File: src/design/lsps_pkg.sv
// Types and codes for the linear scan point store.
// No dependencies.
package lsps_pkg;

  localparam int IN_DIMS  = 3;
  localparam int FIELD_W  = 32;
  localparam int MCOUNT_W = 6;

  localparam logic KIND_STATUS = 1'b0;
  localparam logic KIND_POINT  = 1'b1;

  typedef enum logic [2:0] {
    CMD_INSERT = 3'd0,
    CMD_REMOVE = 3'd1,
    CMD_UPDATE = 3'd2,
    CMD_EXISTS = 3'd3,
    CMD_BOX    = 3'd4,
    CMD_CLEAR  = 3'd5
  } lsps_cmd_e;

  typedef enum logic [1:0] {
    ST_IDLE,
    ST_SCAN,
    ST_ERASE
  } lsps_state_e;

  typedef struct packed {
    logic [2:0]                cmd;
    logic signed [FIELD_W-1:0] point_a_0;
    logic signed [FIELD_W-1:0] point_a_1;
    logic signed [FIELD_W-1:0] point_a_2;
    logic signed [FIELD_W-1:0] point_b_0;
    logic signed [FIELD_W-1:0] point_b_1;
    logic signed [FIELD_W-1:0] point_b_2;
  } lsps_item_t;

  typedef struct packed {
    logic                      kind;
    logic                      ok;
    logic [MCOUNT_W-1:0]       match_count;
    logic signed [FIELD_W-1:0] out_coord_0;
    logic signed [FIELD_W-1:0] out_coord_1;
    logic signed [FIELD_W-1:0] out_coord_2;
    logic                      last;
  } lsps_result_t;

endpackage

File: src/design/linear_scan_point_store.sv
// Linear scan point store: point set with insert/remove/update/exists/box/clear.
// Depends on lsps_pkg.
//
//  channel  | handshake                 | payload
//  ---------+---------------------------+---------------------------
//  command  | start, busy               | item_i (lsps_item_t)
//  config   | cfg_we_i                  | cfg_wdata_i (dims_in_use)
//  result   | result_valid_o (strobe)   | result_o (lsps_result_t)
//
// One transaction scans the stored entries through the single memory read
// port and the shared compare unit, holding busy until the scan is done.
// An update that erases adds a compaction pass that shifts the later entries down.
// Reset clears the count; the entry memory needs no clearing.
// Results are one-cycle strobes, one item per cycle at most; no stalls.
module linear_scan_point_store #(
  parameter int STORE_DEPTH = 32,
  parameter int MAX_DIMS    = 3,
  parameter int COORD_WIDTH = 32
) (
  input  logic                 clk_i,
  input  logic                 rst_ni,
  input  logic                 start,
  input  lsps_pkg::lsps_item_t item_i,
  output logic                 busy,
  input  logic                 cfg_we_i,
  input  logic [1:0]           cfg_wdata_i,
  output logic                 result_valid_o,
  output lsps_pkg::lsps_result_t result_o
);
  import lsps_pkg::*;

  localparam int IDX_W = (STORE_DEPTH > 1) ? $clog2(STORE_DEPTH) : 1;
  localparam int CNT_W = $clog2(STORE_DEPTH + 1);

  typedef logic [MAX_DIMS-1:0][COORD_WIDTH-1:0] entry_t;

  lsps_state_e state_q, state_d;

  logic [2:0]       cmd_q;
  logic [1:0]       dims_q;
  entry_t           a_q, b_q;
  logic [CNT_W-1:0] cnt_q, rd_q, wr_q, n_q;
  logic [IDX_W-1:0] p_idx_q, pos_q;
  logic             p_vld_q, hit_q, hitb_q;

  entry_t           mem [STORE_DEPTH];
  entry_t           rdata_q;

  logic             out_vld_q;
  lsps_result_t     out_q;

  // input coordinates, truncated to COORD_WIDTH
  logic [IN_DIMS-1:0][FIELD_W-1:0] in_a, in_b;
  entry_t                          a_in, b_in;

  logic [1:0]          act_dims;
  logic [IN_DIMS-1:0]  use_dim;
  logic                eq_a, eq_b, in_box, ab_same;
  logic                issue, scan_done, upd_erase, st_ok, ins_ok;
  logic                wr_en;
  logic [IDX_W-1:0]    wr_addr;
  entry_t              wr_data;
  logic [IN_DIMS-1:0][FIELD_W-1:0] rd_ext, pt_coord;

  assign in_a = {item_i.point_a_2, item_i.point_a_1, item_i.point_a_0};
  assign in_b = {item_i.point_b_2, item_i.point_b_1, item_i.point_b_0};

  always_comb begin
    for (int j = 0; j < MAX_DIMS; j++) begin
      a_in[j] = in_a[j][COORD_WIDTH-1:0];
      b_in[j] = in_b[j][COORD_WIDTH-1:0];
    end
  end

  always_comb begin
    if (dims_q == 2'd0) begin
      act_dims = 2'd1;
    end else if (dims_q > 2'(MAX_DIMS)) begin
      act_dims = 2'(MAX_DIMS);
    end else begin
      act_dims = dims_q;
    end
    for (int j = 0; j < IN_DIMS; j++) begin
      use_dim[j] = 2'(j) < act_dims;
    end
  end

  // shared compare unit: one stored entry against the operands per cycle
  always_comb begin
    eq_a    = 1'b1;
    eq_b    = 1'b1;
    in_box  = 1'b1;
    ab_same = 1'b1;
    for (int j = 0; j < MAX_DIMS; j++) begin
      if (use_dim[j]) begin
        if (rdata_q[j] != a_q[j]) eq_a = 1'b0;
        if (rdata_q[j] != b_q[j]) eq_b = 1'b0;
        if ($signed(rdata_q[j]) < $signed(a_q[j]) ||
            $signed(rdata_q[j]) > $signed(b_q[j])) in_box = 1'b0;
        if (a_q[j] != b_q[j]) ab_same = 1'b0;
      end
    end
  end

  assign busy      = (state_q != ST_IDLE);
  assign issue     = busy && (rd_q < cnt_q);
  assign scan_done = busy && !issue && !p_vld_q;
  assign ins_ok    = !hit_q && (cnt_q < CNT_W'(STORE_DEPTH));
  assign upd_erase = (cmd_q == CMD_UPDATE) && hit_q && !ab_same && hitb_q;

  always_comb begin
    case (cmd_q)
      CMD_INSERT:                         st_ok = ins_ok;
      CMD_REMOVE, CMD_UPDATE, CMD_EXISTS: st_ok = hit_q;
      CMD_BOX, CMD_CLEAR:                 st_ok = 1'b1;
      default:                            st_ok = 1'b0;
    endcase
  end

  // next state
  always_comb begin
    state_d = state_q;
    case (state_q)
      ST_IDLE: begin
        if (start) state_d = ST_SCAN;
      end
      ST_SCAN: begin
        if (scan_done) state_d = upd_erase ? ST_ERASE : ST_IDLE;
      end
      ST_ERASE: begin
        if (scan_done) state_d = ST_IDLE;
      end
      default: state_d = ST_IDLE;
    endcase
  end

  // memory write control
  always_comb begin
    wr_en   = 1'b0;
    wr_addr = wr_q[IDX_W-1:0];
    wr_data = rdata_q;
    case (state_q)
      ST_SCAN: begin
        if (p_vld_q && cmd_q == CMD_REMOVE && !eq_a) begin
          wr_en = 1'b1;
        end else if (scan_done && cmd_q == CMD_INSERT && ins_ok) begin
          wr_en   = 1'b1;
          wr_addr = cnt_q[IDX_W-1:0];
          wr_data = a_q;
        end else if (scan_done && cmd_q == CMD_UPDATE && hit_q && !ab_same && !hitb_q) begin
          wr_en   = 1'b1;
          wr_addr = pos_q;
          wr_data = b_q;
        end
      end
      ST_ERASE: begin
        wr_en = p_vld_q;
      end
      default: wr_en = 1'b0;
    endcase
  end

  always_ff @(posedge clk_i) begin
    if (wr_en) mem[wr_addr] <= wr_data;
    if (issue) rdata_q <= mem[rd_q[IDX_W-1:0]];
  end

  always_ff @(posedge clk_i) begin
    if (state_q == ST_IDLE && start) begin
      a_q <= a_in;
      b_q <= b_in;
    end
  end

  always_ff @(posedge clk_i or negedge rst_ni) begin
    if (!rst_ni) begin
      state_q <= ST_IDLE;
      dims_q  <= 2'd3;
      cmd_q   <= CMD_INSERT;
      cnt_q   <= '0;
      rd_q    <= '0;
      wr_q    <= '0;
      n_q     <= '0;
      p_idx_q <= '0;
      pos_q   <= '0;
      p_vld_q <= 1'b0;
      hit_q   <= 1'b0;
      hitb_q  <= 1'b0;
    end else begin
      state_q <= state_d;
      p_vld_q <= issue;
      if (cfg_we_i) dims_q <= cfg_wdata_i;
      if (issue) begin
        rd_q    <= rd_q + CNT_W'(1);
        p_idx_q <= rd_q[IDX_W-1:0];
      end
      case (state_q)
        ST_IDLE: begin
          if (start) begin
            cmd_q  <= item_i.cmd;
            rd_q   <= '0;
            wr_q   <= '0;
            n_q    <= '0;
            hit_q  <= 1'b0;
            hitb_q <= 1'b0;
          end
        end
        ST_SCAN: begin
          if (p_vld_q) begin
            case (cmd_q)
              CMD_INSERT, CMD_EXISTS: begin
                if (eq_a) hit_q <= 1'b1;
              end
              CMD_REMOVE: begin
                if (eq_a) hit_q <= 1'b1;
                else wr_q <= wr_q + CNT_W'(1);
              end
              CMD_UPDATE: begin
                if (eq_a && !hit_q) begin
                  hit_q <= 1'b1;
                  pos_q <= p_idx_q;
                end
                if (eq_b) hitb_q <= 1'b1;
              end
              CMD_BOX: begin
                if (in_box) n_q <= n_q + CNT_W'(1);
              end
              default: ;
            endcase
          end
          if (scan_done) begin
            case (cmd_q)
              CMD_INSERT: begin
                if (ins_ok) cnt_q <= cnt_q + CNT_W'(1);
              end
              CMD_REMOVE: cnt_q <= wr_q;
              CMD_CLEAR:  cnt_q <= '0;
              CMD_UPDATE: begin
                if (upd_erase) begin
                  rd_q <= CNT_W'(pos_q) + CNT_W'(1);
                  wr_q <= CNT_W'(pos_q);
                end
              end
              default: ;
            endcase
          end
        end
        ST_ERASE: begin
          if (p_vld_q) wr_q <= wr_q + CNT_W'(1);
          if (scan_done) cnt_q <= wr_q;
        end
        default: ;
      endcase
    end
  end

  // result register
  always_comb begin
    rd_ext = '0;
    for (int j = 0; j < MAX_DIMS; j++) begin
      rd_ext[j] = FIELD_W'($signed(rdata_q[j]));
    end
    for (int j = 0; j < IN_DIMS; j++) begin
      pt_coord[j] = use_dim[j] ? rd_ext[j] : '0;
    end
  end

  always_ff @(posedge clk_i or negedge rst_ni) begin
    if (!rst_ni) begin
      out_vld_q <= 1'b0;
    end else begin
      out_vld_q <= (state_q == ST_SCAN && p_vld_q && cmd_q == CMD_BOX && in_box) ||
                   (state_q == ST_SCAN && scan_done && !upd_erase) ||
                   (state_q == ST_ERASE && scan_done);
    end
  end

  always_ff @(posedge clk_i) begin
    if (p_vld_q) begin
      out_q.kind        <= KIND_POINT;
      out_q.ok          <= 1'b0;
      out_q.match_count <= '0;
      out_q.out_coord_0 <= pt_coord[0];
      out_q.out_coord_1 <= pt_coord[1];
      out_q.out_coord_2 <= pt_coord[2];
      out_q.last        <= 1'b0;
    end else if (scan_done) begin
      out_q.kind        <= KIND_STATUS;
      out_q.ok          <= st_ok;
      out_q.match_count <= (cmd_q == CMD_BOX) ? MCOUNT_W'(n_q) : '0;
      out_q.out_coord_0 <= '0;
      out_q.out_coord_1 <= '0;
      out_q.out_coord_2 <= '0;
      out_q.last        <= 1'b1;
    end
  end

  assign result_valid_o = out_vld_q;
  assign result_o       = out_q;

endmodule

File: config.mk
export PLATFORM = sky130hd
export DESIGN_NAME = linear_scan_point_store
export DESIGN_NICKNAME = d
export VERILOG_FILES = /design/src/design/lsps_pkg.sv /design/src/design/linear_scan_point_store.sv
export SDC_FILE = /design/constraint.sdc
export NUM_CORES = 2
export LEC_CHECK = 0
export BUFFER_PORTS_ARGS = -buffer_cell sky130_fd_sc_hd__buf_4
export CORE_MARGIN = 10
export CORE_UTILIZATION = 65
export CTS_BUF_LIST = sky130_fd_sc_hd__clkbuf_8
export DETAILED_ROUTE_END_ITERATION = 12
export PLACE_DENSITY = 0.8
export SYNTH_ARGS = -nofsm -noshare
export SYNTH_HDL_FRONTEND = slang
export SYNTH_SLANG_ARGS = --single-unit
export TNS_END_PERCENT = 30
File: constraint.sdc
create_clock -name clk_i -period 7.6 [get_ports clk_i]
set_input_delay 0 -clock clk_i [delete_from_list [all_inputs] [get_ports clk_i]]
set_output_delay 0 -clock clk_i [all_outputs]
set_load 0.005 [all_outputs]
==> results.json <==
{
  "cts_buffers": 552,
  "cp_slowest_cell": "nor4_1",
  "finalHoldViolations": 0,
  "grt_pass1_wl_um": 556000,
  "p_seq_frac": 0.452,
  "yosys.cell_count.top_type": "edfxtp_1",
  "start_kind": "register",
  "gp_congestion": 0.923,
  "power_density_nw_per_um2": 371,
  "r2r_slack_ns": 1.72,
  "cts_max_level": 6,
  "chipHeight_um": 483,
  "first_pass_iters": 8,
  "fin_crit_sh": 0.774,
  "top_usage_layer": "met2",
  "grtUsageTotal": 0.331,
  "clock-sinks": 3510,
  "worstPathRequired_ns": 8.28,
  "dp_slack_ns": 1.91,
  "die_w_um": 483,
  "combPwrFrac": 0.302,
  "post-cts-setup-buffers": 0,
  "drive_gt1_frac": 0.289,
  "worst_slack_ns": 1.72,
  "synth-edff-count": 3456,
  "p_sw_frac": 0.320,
  "maxCapViolCount": 1,
  "timing.critical_path.cells": "ha_1, nand4_1, nor4_1, a31oi_1, o31a_1, a21oi_2, nor4_1, a31oi_2, nor2_4, buf_12",
  "met1_usage": 0.434,
  "yosys.area.top_type_share": 0.744,
  "detail_route.wl_per_cell_um": 35.5,
  "clock-skew-final_ns": 0.101,
  "slew_headroom": 0.00599,
  "clockBufferDepth": 4,
  "grtUsageMet2": 0.523,
  "grt_max_degree": 132,
  "ys_warn_count": 0,
  "path_delay_family": "compound AO/OA/AOI/OAI gates",
  "crit_arrival_ns": 6.56,
  "status": "complete, but fails checks",
  "fin_hold_ws_ns": 0.160,
  "cts_tree": "built",
  "syn_area_um2": 139000,
  "hold_depth": 3,
  "cp_common_cell": "nor4_1",
  "switchingPower_mw": 19.1,
  "pin_count": 308,
  "cts-root-buf": "clkbuf_8",
  "clkSlewWorstSetupHoldPaths_ns": 0.07,
  "initial_core_util": 0.656,
  "via_per_inst": 6.96,
  "synth.largest_area_cell": "edfxtp_1",
  "synth_area_leaders": "edfxtp_1 74%, mux4_2 16%, ha_1 1.8%",
  "seqCellArea_um2": 105000,
  "cts_resized": 0,
  "use_met3": 0.0856,
  "synthFlopType": "edfxtp_1",
  "cp_max_fo": 52,
  "drt-initial-drc-count": 12356,
  "antenna_found_initial": 25,
  "period_needed_ns": 5.88,
  "core_um2": 213000,
  "ys_types": 80,
  "vdd_drop_max_uv": 369,
  "hold_path_class": "input pin to register",
  "cp-end-kind": "register",
  "rsz0062_at_grt": "no",
  "reg2reg_depth": 10,
  "port-buffer-count": 307,
  "overflow": 0,
  "grt_pass1_vias": 78020,
  "p_leak_nw": 53.7,
  "ant_nets": 0,
  "ys_ff_latch": 3510,
  "die_area_um2": 233000,
  "fmax_ghz": 0.170,
  "pwr-share-clk": 0.245,
  "nets": 8109,
  "synthCells": 6546,
  "synth.net_count": 6953,
  "synth_seq_area_share": 0.754,
  "reg2reg_from": "rd_ext[94]$_DFFE_PN_",
  "post-dp-hpwl_um": 209000,
  "critical_path_buf_inv_count": 1,
  "setup-tns-final_ns": 0,
  "min_from": "item_i[86]",
  "worstSetupPathType": "register to register",
  "maxSlewViolCount": 0,
  "multi_input_area_um2": 32800,
  "finalSetupViolCount": 0,
  "wirelength_um": 388000,
  "critPathMaxStageDelay_ns": 1.02,
  "ys_top_cells_by_count": "3456 x edfxtp_1, 960 x mux4_2, 275 x nor2_1",
  "remaining_drc_errors": 0,
  "clk_latency_ns": 1.10,
  "vias": 75989,
  "rows": 169,
  "min_to": "b_q[22]$_DFFE_PP_",
  "syn_to_final_growth_pct": 15.2,
  "worst_pin_slew_ns": 1.49,
  "r2r_end": "mem[10][81]$_DFFE_PP_",
  "violations": "capacitance limit",
  "p_int_mw": 40.5,
  "async_flop_share": 0.0128,
  "fillers": 10742,
  "avgSynthCellArea_um2": 21.3
}
-- registers in the layout, summed over array words and instances (netlist names), 2 cells and up --
register and flops:
b_q 96, wr_q 6, cmd_q 3, rd_q 6, cnt_q 6, state_q 2
a_q 96, n_q 6, result_o 105, p_idx_q 5, mem 3072, dims_q 2
rd_ext 96, pos_q 5
-- power by group through the flow --
stage / Sequential [mW] / Clock [mW] / Combinational [mW]
floorplan: 26.7 / 0 / 11.7
global placement: 27.2 / 0 / 16.8
detailed placement: 27.3 / 0 / 17.4
CTS: 26.9 / 14.6 / 17.6
global route: 27.0 / 15.5 / 19.0
finish: 27.0 / 14.6 / 18.0
-- timing repair --
| item | 4_1_cts | 5_1_grt |
|---|---|---|
| setup endpoints to repair | 0 | 0 |
| hold buffers | 406 | 0 |
| endpoints found under the hold margin | 262 | 0 |
-- through the flow --
step	area [um^2]	util	std cells	total power, mW
after detailed placement	147000	0.690	9561	44.6
after global placement	147000	0.690	9561	44.0
final	161000	0.755	10918	59.6
after floorplan	139000	-	6546	38.4
after global routing	161000	0.755	10910	61.5
after CTS	160000	0.754	10898	59.1
-- cells in the final DEF (no fill, tap or decap), types with 48 or more instances in the layout --
cell and n:
mux4_2 960, xor2_1 104, dlygate4sd3_1 405, buf_4 450
edfxtp_1 3456, clkbuf_8 574, and3_1 71, nand2_1 89
mux2_2 109, ha_1 206, o21ai_0 50, buf_12 52
a21oi_1 229, nand4_1 48, clkinv_1 112, inv_1 381
nor2_1 243
-- worst reg2reg max path, stage by stage, from the launching register on --
cell      delay [ns]
edfxtp_1        0.58
ha_1            0.44
nand4_1         0.22
nor4_1          1.02
a31oi_1         0.62
o31a_1          0.49
a21oi_2         0.20
nor4_1          0.09
a31oi_2         0.88
nor2_4          0.43
buf_12          0.35
-- metal layers --
metal,up-vias,routed length [um],part of all wire
li1,29533,-,-
met1,38594,126000,0.33
met2,6592,188000,0.48
met3,1258,51900,0.13
met4,12,21700,0.056
met5,-,76,0.00020
-- cell type report --
class	count	area share
Antenna cell	18	0.000280
Timing Repair Buffer	910	0.0532
Multi-Input combinational cell	2509	0.204
Clock buffer	574	0.0492
Sequential cell	3510	0.654
Inverter	219	0.00527
Tap cell	2821	0.0220
Clock inverter	357	0.0111
-- worst max path at each step --
| stage | startpoint | endpoint | slack [ns] | cells after the start |
|---|---|---|---|---|
| 2_1_floorplan | rd_ext[81]$_DFFE_PN_ | mem[17][0]$_DFFE_PP_ | 0.63 | 10 |
| 3_3_place_gp | b_q[62]$_DFFE_PP_ | mem[1][82]$_DFFE_PP_ | 2.05 | 11 |
| 3_5_place_dp | a_q[62]$_DFFE_PP_ | mem[1][81]$_DFFE_PP_ | 1.91 | 11 |
| 4_1_cts | a_q[62]$_DFFE_PP_ | mem[1][88]$_DFFE_PP_ | 1.86 | 11 |
| 5_1_grt | b_q[46]$_DFFE_PP_ | mem[1][76]$_DFFE_PP_ | 1.65 | 11 |
| 6_report | rd_ext[94]$_DFFE_PN_ | mem[10][81]$_DFFE_PP_ | 1.72 | 10 |
-- kinds of logic (layout without fill, tap and decap cells) --
family / after synthesis / in the layout / synth area share
other: 0 / 18 / 0
muxes: 1080 / 1080 / 0.165
and+or+nand+nor: 662 / 662 / 0.0230
buffers and inverters: 527 / 2060 / 0.0143
adders and majority gates: 206 / 206 / 0.0185
DFF: 3510 / 3510 / 0.754
xor gates and xnor gates: 110 / 110 / 0.00691
AOI/OAI and AO/OA: 451 / 451 / 0.0191
No activity file was read; power rests on OpenSTA's default activity.
